$ cat src/rtl/v3u_pkg.sv
// ----------------------------------------------------------------------------
// v3u_pkg
// Shared constants, operation codes, the pipeline item type and the clamp
// helper for the 3D vector unit.
// ----------------------------------------------------------------------------
package v3u_pkg;

    localparam int FRAC_BITS  = 16;
    localparam int SQRT_CELLS = 32;               // one root bit per cell
    localparam int DIV_CELLS  = FRAC_BITS + 2;    // one quotient bit per cell
    localparam int NUM_W      = 32 + FRAC_BITS;   // rounded dividend width

    localparam logic [2:0] K_ADD   = 3'd0;
    localparam logic [2:0] K_SUB   = 3'd1;
    localparam logic [2:0] K_DOT   = 3'd2;
    localparam logic [2:0] K_CROSS = 3'd3;
    localparam logic [2:0] K_MAG   = 3'd4;
    localparam logic [2:0] K_NORM  = 3'd5;

    typedef struct packed {
        logic                              valid;
        logic [2:0]                        kind;
        logic signed [31:0]                res_x;
        logic signed [31:0]                res_y;
        logic signed [31:0]                res_z;
        logic                              sat;
        logic                              zero;
        logic [2:0]                        a_neg;
        logic [2:0][31:0]                  mag;
        logic [63:0]                       rad;
        logic [33:0]                       srem;
        logic [31:0]                       root;
        logic [31:0]                       m;
        logic [2:0][31:0]                  drem;
        logic [2:0][DIV_CELLS-1:0]         num;
        logic [2:0][DIV_CELLS-1:0]         quo;
    } t_item;

    // {saturated, value}
    function automatic logic [32:0] clamp32(input logic signed [65:0] v);
        if (v > 66'sd2147483647) begin
            return {1'b1, 32'h7FFF_FFFF};
        end else if (v < -66'sd2147483648) begin
            return {1'b1, 32'h8000_0000};
        end else begin
            return {1'b0, v[31:0]};
        end
    endfunction

endpackage

$ cat src/rtl/v3u_sqrt_cell.sv
// ----------------------------------------------------------------------------
// v3u_sqrt_cell
// One cell of the square-root chain: brings in two radicand bits and
// decides one root bit.
// ----------------------------------------------------------------------------
module v3u_sqrt_cell (
    input  logic           i_clk,
    input  logic           i_rst_n,
    input  logic           i_en,
    input  v3u_pkg::t_item i_item,
    output v3u_pkg::t_item o_item
);

    v3u_pkg::t_item r_q;
    v3u_pkg::t_item n_q;
    logic [35:0]    cand;
    logic [35:0]    trial;
    logic           fit;

    always_comb begin
        cand   = {i_item.srem, i_item.rad[63:62]};
        trial  = {2'b00, i_item.root, 2'b01};
        fit    = (cand >= trial);
        n_q      = i_item;
        n_q.srem = fit ? 34'(cand - trial) : cand[33:0];
        n_q.root = {i_item.root[30:0], fit};
        n_q.rad  = {i_item.rad[61:0], 2'b00};
    end

    always_ff @(posedge i_clk) begin
        if (!i_rst_n) begin
            r_q.valid <= 1'b0;
        end else if (i_en) begin
            r_q <= n_q;
        end
    end

    assign o_item = r_q;

endmodule

$ cat config.mk
export PLATFORM = sky130hd
export DESIGN_NAME = v3u_sqrt_cell
export DESIGN_NICKNAME = d
export VERILOG_FILES = /design/src/rtl/v3u_pkg.sv /design/src/rtl/v3u_sqrt_cell.sv
export SDC_FILE = /design/constraint.sdc
export NUM_CORES = 1
export LEC_CHECK = 0
export ABC_AREA = 1
export BUFFER_PORTS_ARGS = -buffer_cell sky130_fd_sc_hd__buf_2
export CORE_AREA = 8 8 433 435
export CTS_BUF_LIST = sky130_fd_sc_hd__clkbuf_2 sky130_fd_sc_hd__clkbuf_4 sky130_fd_sc_hd__clkbuf_8
export DETAILED_ROUTE_END_ITERATION = 12
export DIE_AREA = 0 0 441 443
export PLACE_DENSITY = 0.3
export SLEW_MARGIN = 20
export SYNTH_ARGS = -nofsm -noshare
export SYNTH_HDL_FRONTEND = slang
export SYNTH_SLANG_ARGS = --single-unit
$ cat constraint.sdc
create_clock -name i_clk -period 38.3 [get_ports i_clk]
set_clock_uncertainty 0.2 [all_clocks]
set_input_delay 7.66 -clock i_clk [delete_from_list [all_inputs] [get_ports i_clk]]
set_output_delay 7.66 -clock i_clk [all_outputs]
set_load 0.05 [all_outputs]
==> impl_results.rst <==
.. list-table::
   :header-rows: 1

   * - Metric
     - Value
   * - Status
     - complete, no violations
   * - Async set-or-reset flop fraction in the synthesized netlist
     - 0%
   * - Sink count of the clock tree
     - ~570
   * - Share of cell area taken by muxes after synthesis
     - 0%
   * - DRC viols
     - 0
   * - Total negative slack for setup checks
     - 0 ns
   * - Total power density per cell area
     - 55.34 mW/mm2
   * - Clk_lat worst skew
     - 0.80 ns
   * - Wire length of the first global-routing pass
     - around 160000 um
   * - Number of enable flip-flop cells after synthesis
     - 564
   * - Worst setup path class
     - in2reg
   * - Number of antenna violations at the first check in global routing
     - 86
   * - Final hold violations
     - 0
   * - Final Max Slew Viols
     - 0
   * - Required time at the endpoint of the critical path
     - 38.54 ns
   * - Starting density of the core
     - 11.13%
   * - Post-synthesis compound-gate area fraction
     - 1.185%
   * - Ratio of cells with drive above 1 in the final layout
     - around 52%
   * - Number of distinct library cell variants in the gate-level netlist after synthesis
     - 26
   * - Number of standard cells after synthesis
     - 1217
   * - Crit end category
     - flop
   * - Adder-cell share of the synthesized area
     - 2.121%
   * - CTS Buf Count
     - 113
   * - Biggest area contributors in the synthesized netlist
     - sky130_fd_sc_hd__edfxtp_1 (84%), sky130_fd_sc_hd__nand2_1 (5.3%), sky130_fd_sc_hd__inv_1 (2.6%), sky130_fd_sc_hd__ha_1 (2.1%), sky130_fd_sc_hd__nor2_1 (0.99%)
   * - Area Growth Syn to Fin
     - 55.04%
   * - Critical path arrival
     - 10.85 ns
   * - Endpoints failing setup
     - 0
   * - Max reg flops
     - 565
   * - Number of core rows
     - 156
   * - Slowest cell on crit path
     - sky130_fd_sc_hd__buf_4
   * - Die outline height
     - roughly 440 um
   * - Final setup slack of the worst path
     - around 28 ns
   * - Timing-limited maximum frequency
     - 94.23 MHz
   * - Crit start category
     - input port
   * - Minimum hold slack
     - 0.3564 ns
   * - Cell at the root of the clock tree
     - sky130_fd_sc_hd__clkbuf_8
   * - Top-level I/O count
     - 1137
   * - DRC violation total after the first TritonRoute iteration
     - a little over 700
   * - Tcrit/Tclk final
     - 27.71%
   * - Largest vdd supply drop
     - 0.02885 mV
   * - Post-Route WL
     - 124500 um
   * - Largest delay share family, worst path
     - buffers and inverters
   * - Final nets
     - 3071
   * - Clock tree from TritonCTS
     - built
   * - Lkg Pwr
     - roughly 0.013 uW
   * - Cell occurring most often along the worst timing path
     - sky130_fd_sc_hd__buf_4
   * - Post-DRT Antenna Nets
     - 0
   * - Placed wire-length estimate after detailed placement
     - 105400 um
   * - Clk buf depth
     - 3
   * - Area of all placed cells without fillers
     - 0.03109 mm2
   * - Placed cell areas
     - around 0.029 mm2
   * - Width of the die
     - around 440 um
   * - Overall track demand over capacity in global routing
     - 12.03%
   * - Area share of the largest cell type after synthesis
     - between 80% and 90%
   * - RSZ-0062 raised after global routing
     - false
   * - Synth area leader
     - sky130_fd_sc_hd__edfxtp_1
   * - Basic-gate share of the synthesized area counting and, or, nand and nor cells
     - 8.305%
   * - Number of setup buffers added after CTS
     - 0
   * - Reg clk slew, reported paths
     - 0.06 ns
   * - Leading cell types in the layout, fill and taps excluded
     - sky130_fd_sc_hd__buf_2 (1134), sky130_fd_sc_hd__edfxtp_1 (564), sky130_fd_sc_hd__nand2_1 (284)
   * - Post-route core utilization
     - 17.26%
   * - Syn_area_per_cell
     - 16.48 um2
   * - Core Area
     - 0.1802 mm2
   * - Warnings, synthesis
     - 0
   * - Slew Limit Headroom
     - 36.36%
   * - Critical-path cell list
     - buf_2 -> nand2_1 -> inv_8 -> buf_4 -> buf_4 -> buf_4
   * - Total of cells resized after clock tree synthesis
     - 0
   * - H-tree levels
     - 3
   * - Xor and xnor fraction of the mapped netlist area
     - 0.7862%
   * - Largest net degree at the start of global routing
     - 129
   * - First-pass iteration count of the detailed router
     - 5
   * - Top_reg_cell synth
     - sky130_fd_sc_hd__edfxtp_1
   * - WL per Instance
     - 25.19 um
   * - Final Wtd Congestion
     - 0.8216
   * - Highest cell delay on the worst timing path
     - about 0.8 ns
   * - Total number of vias
     - approximately 15000
   * - Part of the Yosys area used for sequential elements
     - between 80 and 90%
   * - Netlist area before placement
     - 0.02005 mm2
   * - Critical Path Fanout Max
     - 92
   * - Max-cap violations
     - 0
   * - Combinational family with the most area after synthesis
     - simple AND/OR/NAND/NOR gates
   * - Worst hold path type
     - reg2reg
   * - Number of global-route vias before repair
     - 15600
   * - Min cycle time layout
     - 10.61 ns
   * - Average vias per placed instance
     - between 3 and 4
   * - IO buf count
     - 1134
   * - Hold buffer count at cts
     - 0
   * - Most common cell after layout, fill and taps aside
     - sky130_fd_sc_hd__buf_2
   * - Worst setup slack after placement
     - roughly 27 ns
   * - Actual transition at the worst max-transition pin
     - 0.9546 ns
   * - Leftover overflow at the end of global routing
     - 0
   * - Buffering stage count on the worst path with inverters included
     - 5
   * - Flip-flop and latch count after synthesis
     - 565
   * - Overall die area
     - 0.1954 mm2
## cells in the mapped netlist (2+ instances only)
| library cell | n |
|---|---|
| sky130_fd_sc_hd__buf_6 | 3 |
| sky130_fd_sc_hd__nor2_2 | 6 |
| sky130_fd_sc_hd__nand3b_1 | 4 |
| sky130_fd_sc_hd__edfxtp_1 | 564 |
| sky130_fd_sc_hd__buf_4 | 5 |
| sky130_fd_sc_hd__o21bai_1 | 4 |
| sky130_fd_sc_hd__nand3_2 | 2 |
| sky130_fd_sc_hd__xor2_1 | 15 |
| sky130_fd_sc_hd__inv_1 | 141 |
| sky130_fd_sc_hd__nand3_1 | 38 |
| sky130_fd_sc_hd__nand2_1 | 284 |
| sky130_fd_sc_hd__a21oi_2 | 2 |
| sky130_fd_sc_hd__nand2_2 | 5 |
| sky130_fd_sc_hd__nor3_1 | 3 |
| sky130_fd_sc_hd__a21oi_1 | 25 |
| sky130_fd_sc_hd__and2_1 | 2 |
| sky130_fd_sc_hd__ha_1 | 34 |
| sky130_fd_sc_hd__nand4_1 | 6 |
| sky130_fd_sc_hd__nor2_1 | 53 |
| sky130_fd_sc_hd__o21ai_0 | 13 |
| sky130_fd_sc_hd__xnor2_1 | 3 |
## stage by stage
| step | cells | total power, uW |
|---|---|---|
| 4_1_cts | 4928 | 1774 |
| 2_1_floorplan | 1218 | 962.6 |
| 3_5_place_dp | 4722 | 1079 |
| 5_1_grt | 4933 | 1803 |
| 3_3_place_gp | 4722 | 1079 |
| 6_report | 4942 | 1721 |
## cells by family (layout without fill, tap and decap cells)
kind of cell / count (synthesis) / in the layout
xor gates and xnor gates: 18 / 18
AOI/OAI and AO/OA: 44 / 44
other: 1 / 16
buffers and inverters: 150 / 1490
and+or+nand+nor: 405 / 405
DFF: 565 / 565
adders and majority gates: 34 / 34
## metal layers
metal / vias to the layer above / share of wire, % / global-route usage [%]
li1: 6834 / - / -
met1: 7425 / 34 / 11.59
met2: 684 / 56 / 24.06
met3: 249 / 8.1 / 4.471
met4: 6 / 2.3 / 2.391
met5: - / 0.032 / 0
## final timing paths
path	end	startpoint	depth (start not counted)	slack (ns)
max	o_item[255]	i_en	6	27.69
min	o_item[566]	o_item[566]	2	0.36
max reg2reg	o_item[566]	o_item[566]	2	37.46
min reg2reg	o_item[566]	o_item[566]	2	0.36
## final cells by class
class	count	area, um2
multi-input combinational	503	2494
clock buffer	148	1831
clock inverter	58	519.2
fill	20100	149100
antenna	14	35.03
timing repair buffer	1142	5748
tap	2370	2965
inverter	142	543.0
sequential	565	16960
## power breakdown
| part | switching [uW] | internal, uW | total (uW) |
|---|---|---|---|
| clock network | 303 | 362 | 665 |
| registers | 12.4 | 731 | 744 |
| logic | 248 | 63.9 | 312 |
## worst reg2reg max path, stage by stage, from the launching register on
cell and delay [ns]:
sky130_fd_sc_hd__dfxtp_1 0.31, sky130_fd_sc_hd__o21ai_0 0.15, sky130_fd_sc_hd__a21oi_1 0.07
Power figures use the tool's default switching activity.
