**config.mk**
```make
export PLATFORM = sky130hd
export DESIGN_NAME = v3u_div_cell
export DESIGN_NICKNAME = d
export VERILOG_FILES = /design/src/rtl/v3u_pkg.sv /design/src/rtl/v3u_div_cell.sv
export SDC_FILE = /design/constraint.sdc
export NUM_CORES = 1
export LEC_CHECK = 0
export ABC_AREA = 1
export BUFFER_PORTS_ARGS = -buffer_cell sky130_fd_sc_hd__buf_2
export CAP_MARGIN = 30
export CORE_AREA = 2 2 446 448
export DETAILED_ROUTE_END_ITERATION = 7
export DIE_AREA = 0 0 448 450
export GPL_TIMING_DRIVEN = 0
export PLACE_DENSITY_LB_ADDON = 0.2
export SLEW_MARGIN = 20
export SYNTH_ARGS = -nofsm -noshare
export SYNTH_HDL_FRONTEND = slang
export SYNTH_SLANG_ARGS = --single-unit
```
**constraint.sdc**
```tcl
create_clock -name i_clk -period 23.2 [get_ports i_clk]
set_input_delay 4.64 -clock i_clk [delete_from_list [all_inputs] [get_ports i_clk]]
set_output_delay 4.64 -clock i_clk [all_outputs]
set_load 0.01 [all_outputs]
```
**src/rtl/v3u_pkg.sv**
```systemverilog
// ----------------------------------------------------------------------------
// v3u_pkg
// Shared constants, operation codes, the pipeline item type and the clamp
// helper for the 3D vector unit.
// ----------------------------------------------------------------------------
package v3u_pkg;

    localparam int FRAC_BITS  = 16;
    localparam int SQRT_CELLS = 32;               // one root bit per cell
    localparam int DIV_CELLS  = FRAC_BITS + 2;    // one quotient bit per cell
    localparam int NUM_W      = 32 + FRAC_BITS;   // rounded dividend width

    localparam logic [2:0] K_ADD   = 3'd0;
    localparam logic [2:0] K_SUB   = 3'd1;
    localparam logic [2:0] K_DOT   = 3'd2;
    localparam logic [2:0] K_CROSS = 3'd3;
    localparam logic [2:0] K_MAG   = 3'd4;
    localparam logic [2:0] K_NORM  = 3'd5;

    typedef struct packed {
        logic                              valid;
        logic [2:0]                        kind;
        logic signed [31:0]                res_x;
        logic signed [31:0]                res_y;
        logic signed [31:0]                res_z;
        logic                              sat;
        logic                              zero;
        logic [2:0]                        a_neg;
        logic [2:0][31:0]                  mag;
        logic [63:0]                       rad;
        logic [33:0]                       srem;
        logic [31:0]                       root;
        logic [31:0]                       m;
        logic [2:0][31:0]                  drem;
        logic [2:0][DIV_CELLS-1:0]         num;
        logic [2:0][DIV_CELLS-1:0]         quo;
    } t_item;

    // {saturated, value}
    function automatic logic [32:0] clamp32(input logic signed [65:0] v);
        if (v > 66'sd2147483647) begin
            return {1'b1, 32'h7FFF_FFFF};
        end else if (v < -66'sd2147483648) begin
            return {1'b1, 32'h8000_0000};
        end else begin
            return {1'b0, v[31:0]};
        end
    endfunction

endpackage

```
**src/rtl/v3u_div_cell.sv**
```systemverilog
// ----------------------------------------------------------------------------
// v3u_div_cell
// One cell of the normalize divider chain: one restoring quotient bit for
// each of the three lanes.
// ----------------------------------------------------------------------------
module v3u_div_cell (
    input  logic           i_clk,
    input  logic           i_rst_n,
    input  logic           i_en,
    input  v3u_pkg::t_item i_item,
    output v3u_pkg::t_item o_item
);

    v3u_pkg::t_item r_q;
    v3u_pkg::t_item n_q;
    logic [32:0]    cand [3];
    logic           fit  [3];

    always_comb begin
        n_q = i_item;
        for (int i = 0; i < 3; i++) begin
            cand[i]     = {i_item.drem[i], i_item.num[i][v3u_pkg::DIV_CELLS-1]};
            fit[i]      = (cand[i] >= {1'b0, i_item.m});
            n_q.drem[i] = fit[i] ? 32'(cand[i] - {1'b0, i_item.m}) : cand[i][31:0];
            n_q.num[i]  = i_item.num[i] << 1;
            n_q.quo[i]  = {i_item.quo[i][v3u_pkg::DIV_CELLS-2:0], fit[i]};
        end
    end

    always_ff @(posedge i_clk) begin
        if (!i_rst_n) begin
            r_q.valid <= 1'b0;
        end else if (i_en) begin
            r_q <= n_q;
        end
    end

    assign o_item = r_q;

endmodule

```
==> results of run 1 <==
-- cell usage after synthesis (all sizes together) --
cell type / n
a21o: 1
a21oi: 61
and2: 14
buf: 32
conb: 1
dfxtp: 1
edfxtp: 563
fa: 3
ha: 96
inv: 414
nand2: 909
nand3: 189
nand3b: 13
nand4: 10
nor2: 130
nor3: 24
o21ai: 4
o21bai: 5
or2: 1
xnor2: 3
xor2: 39
-- kinds of logic after synthesis --
logic type	synth area share (%)
other cells	0.0143
buf+inv	6.81
simple gates	20.9
fa+ha+maj	4.82
xor+xnor	1.41
flops	64.7
compound gates	1.41
-- worst max-delay path: cells and delay by family --
family                   cells  cell delay, ns
AO/OA/AOI/OAI                1            0.59
adder cells (fa/ha/maj)      1            0.43
buffers and inverters        2            0.66
AND/OR/NAND/NOR              8            1.00
-- metal layers --
metal	track usage [%]	share of wire, %	vias to the layer above
li1	-	-	10700
met1	17.0	34	10800
met2	31.5	54	878
met3	4.93	8.1	302
met4	6.42	3.6	64
met5	0	0.24	-
-- power by group --
group          total, mW  switching, mW  internal (mW)
combinational      0.521          0.354          0.166
clock               1.30          0.540          0.758
sequential          1.24         0.0231           1.21
-- layout make-up --
class | count | area share (%)
Timing Repair Buffer | 1136 | 15.3
Clock buffer | 92 | 5.43
Antenna cell | 33 | 0.217
Buffer | 32 | 0.598
Sequential cell | 564 | 44.4
Tap cell | 2640 | 8.67
Inverter | 414 | 4.10
Multi-Input combinational cell | 1505 | 19.6
Clock inverter | 55 | 1.66
-- how the worst max path moves through the flow --
stage,start,to
4_1_cts,i_item[222],o_item[140]
3_5_place_dp,i_item[222],o_item[140]
2_1_floorplan,i_rst_n,o_item[0]
6_report,i_item[222],o_item[140]
5_1_grt,i_item[222],o_item[140]
3_3_place_gp,i_en,o_item[461]
==> results.json, run 1 <==
{
  "effective_utilization_at_floorplan_pct": 13.3,
  "synth.cell_area_mm2": 0.0262,
  "worst_vdd_ir_mv": 0.0511,
  "timing.hold.ws_ns": 0.562,
  "post_layout_nonfiller_instances": 6471,
  "static-leakage-power_nw": 17.6,
  "dpl.cell_count": 6291,
  "worstSkewPairLatency_ns": 0.69,
  "detailed_routing_iterations_pass_1": 7,
  "slew_worst_pin_ns": 0.783,
  "fin_util_pct": 19.4,
  "area_delta_synth_final_pct": 45.5,
  "die-area_mm2": 0.202,
  "clkSlewWorstSetupHoldPaths_ns": 0.06,
  "ctsResizeCount": 0,
  "grt_pass1_wl_mm": 219,
  "vias_in_the_first_global_route": 22300,
  "timing.final.setup_violations": 0,
  "setup-tns-final_ns": 0,
  "synth.top_cell.area_share_pct": 64.6,
  "tritoncts.num_buffers": 80,
  "layout_commonest_cell": "sky130_fd_sc_hd__buf_2",
  "timing.final.hold_violations": 0,
  "final-seq-area_mm2": 0.0169,
  "final_nets": 4402,
  "timing.hold.worst.class": "flop to flop",
  "first_iter_violations": 1499,
  "drv_slew": 0,
  "setup.worst_path.start_class": "input port",
  "multiInputGateArea_mm2": 0.00747,
  "drt.antenna.violating_nets": 0,
  "avgSynthCellArea_um2": 10.4,
  "routedWlPerCell_um": 27.0,
  "postSynthCellCount": 2513,
  "tritoncts_clock_tree": "yes",
  "gp_congestion": 0.846,
  "largest_reg_flops": 564,
  "wirelength_mm": 175,
  "dpl_cell_area_mm2": 0.0353,
  "synth-seq-cells": 564,
  "critical-path-max-stage-delay_ns": 0.59,
  "cp_data_arrival_time_ns": 7.33,
  "layout.cells.most_common_list": "1150 x sky130_fd_sc_hd__buf_2, 892 x sky130_fd_sc_hd__nand2_1, 563 x sky130_fd_sc_hd__edfxtp_1",
  "category_of_the_worst_setup_path_capture_point": "flop",
  "core_area_mm2": 0.197,
  "synth.yosys.seq_area_share_pct": 64.7,
  "die_w_um": 448,
  "worst_slew_margin_rel_pct": 47.8,
  "finClkSkew_ns": 0,
  "max_cap_viol_count": 0,
  "grt.overflow.total": 0,
  "period_share_pct": 29.8,
  "detail_route.vias_per_cell": 3.51,
  "postLayoutSetupSlackWorst_ns": 16.29,
  "unrepaired_setup_endpoints_after_global_routing": "no",
  "setup.reg_to_reg.worst_slack_ns": 22.56,
  "cts_root_buf": "sky130_fd_sc_hd__clkbuf_16",
  "timing.critical_path.required_ns": 23.62,
  "fillCellCount": 22100,
  "regToRegStartpoint": "o_item[566]",
  "fmax_mhz": 145,
  "synth.yosys.warnings": 0,
  "cell_taking_the_most_area_after_synthesis": "sky130_fd_sc_hd__edfxtp_1",
  "post-cts-setup-buffer-count": 0,
  "ios": 1137,
  "global_route_usage_over_all_layers_pct": 16.7,
  "remaining_routing_drc_violations": 0,
  "place.port_buffers": 1130,
  "cts-root-to-sink-buffers": 3,
  "min-delay-start": "o_item[566]",
  "cp_slowest_cell": "sky130_fd_sc_hd__o21ai_0",
  "layout-drive-gt1-share_pct": 35.3,
  "num_vias": 22700,
  "total_half_perimeter_wirelength_after_legalization_and_detailed_placement_mm": 150,
  "worst_hold_path.endpoint": "o_item[566]",
  "ys_types": 33,
  "total_power_mw": 3.05,
  "timing.rr.end": "o_item[566]",
  "ranking_of_synthesized_cells_by_area": "sky130_fd_sc_hd__edfxtp_1 65%, sky130_fd_sc_hd__nand2_1 13%, sky130_fd_sc_hd__inv_1 5.9%",
  "timing.critical_path.mode_cell": "sky130_fd_sc_hd__nand2_1",
  "finish.instance_area_mm2": 0.0381,
  "antenna_found_initial": 154,
  "clock-sinks": 564,
  "hold_path_cells": 2,
  "critical_path.max_fanout": 8,
  "critical_path.cell_chain": "buf_2 -> inv_1 -> ha_1 -> nand2_1 -> nor2_2 -> nand2_1 -> nor2_2 -> nand4_1 -> nand2_1 -> nor2_4 -> nand2_8 -> o21ai_0",
  "reg2regPathDepth": 2,
  "die-height_um": 450,
  "power_per_cell_area_mw_per_mm2": 80.2,
  "fp-row-count": 163,
  "cts_max_level": 3,
  "outcome": "finished, final reports clean",
  "final.min_clock_period_ns": 6.91,
  "cts_hold_repair.buffers": 0,
  "grt_max_degree": 98,
  "critical_setup_path_class": "input port to flop",
  "dpl_worst_slack_ns": 15.27
}
Note: power is estimated with default switching activity, not from simulation.
==> run 2, diff against run 1 <==
Settings changed: CORE_AREA 2 2 446 448 to 2 2 444 446, DIE_AREA 0 0 448 450 to 0 0 446 448.
Clock period 23.2 ns to 6.1 ns, I/O delays scaled along.
==> run 2 against run 1 <==
First-iteration DRC count increased by 4.8%. Via count increased by 1.7%. Critical path depth increased by 3. Non-clock buffer count increased by 15. Sequential power increased to 3.8 times the previous value. Critical path type unchanged. Critical endpoint is now o_item[202]. Largest power group is now registers.
==> results.json, run 2 (same netlist as run 1, synthesis figures left out) <==
{
  "remaining_routing_drc_violations": 0,
  "final_nets": 4415,
  "slew_worst_pin_ns": 0.766,
  "detail_route.vias_per_cell": 3.62,
  "total_half_perimeter_wirelength_after_legalization_and_detailed_placement_mm": 158,
  "regToRegStartpoint": "o_item[566]",
  "post-cts-setup-buffer-count": 0,
  "power_per_cell_area_mw_per_mm2": 299,
  "static-leakage-power_nw": 17.7,
  "timing.critical_path.mode_cell": "sky130_fd_sc_hd__nand2_1",
  "max_cap_viol_count": 0,
  "tritoncts_clock_tree": "yes",
  "category_of_the_worst_setup_path_capture_point": "flop",
  "cp_data_arrival_time_ns": 3.88,
  "grt.overflow.total": 0,
  "grt_pass1_wl_mm": 226,
  "finish.instance_area_mm2": 0.0381,
  "die_w_um": 446,
  "layout.cells.most_common_list": "1150 x sky130_fd_sc_hd__buf_2, 891 x sky130_fd_sc_hd__nand2_1, 563 x sky130_fd_sc_hd__edfxtp_1",
  "place.port_buffers": 1130,
  "setup-tns-final_ns": 0,
  "cts_root_buf": "sky130_fd_sc_hd__clkbuf_16",
  "cts_max_level": 3,
  "drt.antenna.violating_nets": 0,
  "die-height_um": 448,
  "min-delay-start": "o_item[566]",
  "routedWlPerCell_um": 28.6,
  "num_vias": 23100,
  "outcome": "finished, final reports clean",
  "fmax_mhz": 295,
  "setup.reg_to_reg.worst_slack_ns": 5.46,
  "largest_reg_flops": 564,
  "die-area_mm2": 0.200,
  "antenna_found_initial": 170,
  "timing.critical_path.required_ns": 6.58,
  "period_share_pct": 55.7,
  "first_iter_violations": 1571,
  "worstSkewPairLatency_ns": 0.70,
  "timing.rr.end": "o_item[566]",
  "core_area_mm2": 0.195,
  "timing.hold.worst.class": "flop to flop",
  "final.min_clock_period_ns": 3.40,
  "dpl.cell_count": 6208,
  "reg2regPathDepth": 2,
  "worst_vdd_ir_mv": 0.194,
  "worst_slew_margin_rel_pct": 48.9,
  "timing.final.hold_violations": 0,
  "layout-drive-gt1-share_pct": 35.3,
  "drv_slew": 0,
  "setup.worst_path.start_class": "input port",
  "wirelength_mm": 182,
  "ctsResizeCount": 0,
  "cts-root-to-sink-buffers": 3,
  "ios": 1137,
  "hold_path_cells": 2,
  "post_layout_nonfiller_instances": 6388,
  "layout_commonest_cell": "sky130_fd_sc_hd__buf_2",
  "fp-row-count": 162,
  "vias_in_the_first_global_route": 22400,
  "timing.final.setup_violations": 0,
  "gp_congestion": 0.866,
  "critical_path.max_fanout": 10,
  "worst_hold_path.endpoint": "o_item[566]",
  "detailed_routing_iterations_pass_1": 5,
  "grt_max_degree": 34,
  "critical_path.cell_chain": "buf_2 -> inv_1 -> ha_1 -> nand2_1 -> inv_1 -> nand2_1 -> nand2_1 -> inv_1 -> nand2_1 -> nand2_1 -> nand3_2 -> nor2_4 -> buf_2 -> nand3_1 -> nand2_1",
  "cts_hold_repair.buffers": 0,
  "clock-sinks": 564,
  "clkSlewWorstSetupHoldPaths_ns": 0.06,
  "tritoncts.num_buffers": 78,
  "global_route_usage_over_all_layers_pct": 17.5,
  "unrepaired_setup_endpoints_after_global_routing": "no",
  "finClkSkew_ns": 0,
  "critical-path-max-stage-delay_ns": 0.47,
  "dpl_cell_area_mm2": 0.0355,
  "effective_utilization_at_floorplan_pct": 13.5,
  "area_delta_synth_final_pct": 45.6,
  "critical_setup_path_class": "input port to flop",
  "cp_slowest_cell": "sky130_fd_sc_hd__inv_1"
}
[run 2: final cells by class]
type / count / area (um^2)
sequential: 564 / 16900
multi-input combinational: 1505 / 7490
fill: 21800 / 156000
clock inverter: 39 / 455
inverter: 414 / 1560
tap: 2542 / 3180
timing repair buffer: 1151 / 6100
antenna: 43 / 108
clock buffer: 98 / 2070
buffer: 32 / 228
[run 2: layer usage]
layer  wire (um)  GRT usage, %
met5         466             0
met1       62400          17.7
met4        7830          7.22
met3       16700          6.34
met2       95000          32.2
[run 2: worst max-delay path by stage]
stage	start	end	slack, ns	depth (start not counted)
detailed placement	i_item[227]	o_item[202]	1.93	15
finish	i_item[227]	o_item[202]	2.70	15
CTS	i_item[227]	o_item[202]	2.69	15
global route	i_item[205]	o_item[202]	2.53	15
floorplan	i_rst_n	o_item[0]	-4.03	2
global placement	i_rst_n	o_item[366]	-10.13	3
[run 2: worst max-delay path, delay by kind of cell]
| family | cells | cell delay (ns) |
|---|---|---|
| adders and majority gates | 1 | 0.43 |
| buffers and inverters | 5 | 1.04 |
| and+or+nand+nor | 9 | 1.17 |
[run 2: power breakdown]
part           switching [mW]  internal [mW]
Sequential             0.0834           4.61
Combinational            1.37          0.649
Clock                    1.96           2.74
[run 2: stage by stage]
stage	setup slack, ns	power (mW)	util, %	hold WS [ns]
3_3_place_gp	-10.13	6.93	18.0	0.525
6_report	2.70	11.4	19.6	0.559
2_1_floorplan	-4.03	5.75	-	0.555
4_1_cts	2.69	11.7	19.5	0.559
3_5_place_dp	1.93	6.86	18.2	0.537
5_1_grt	2.53	11.9	19.5	0.599
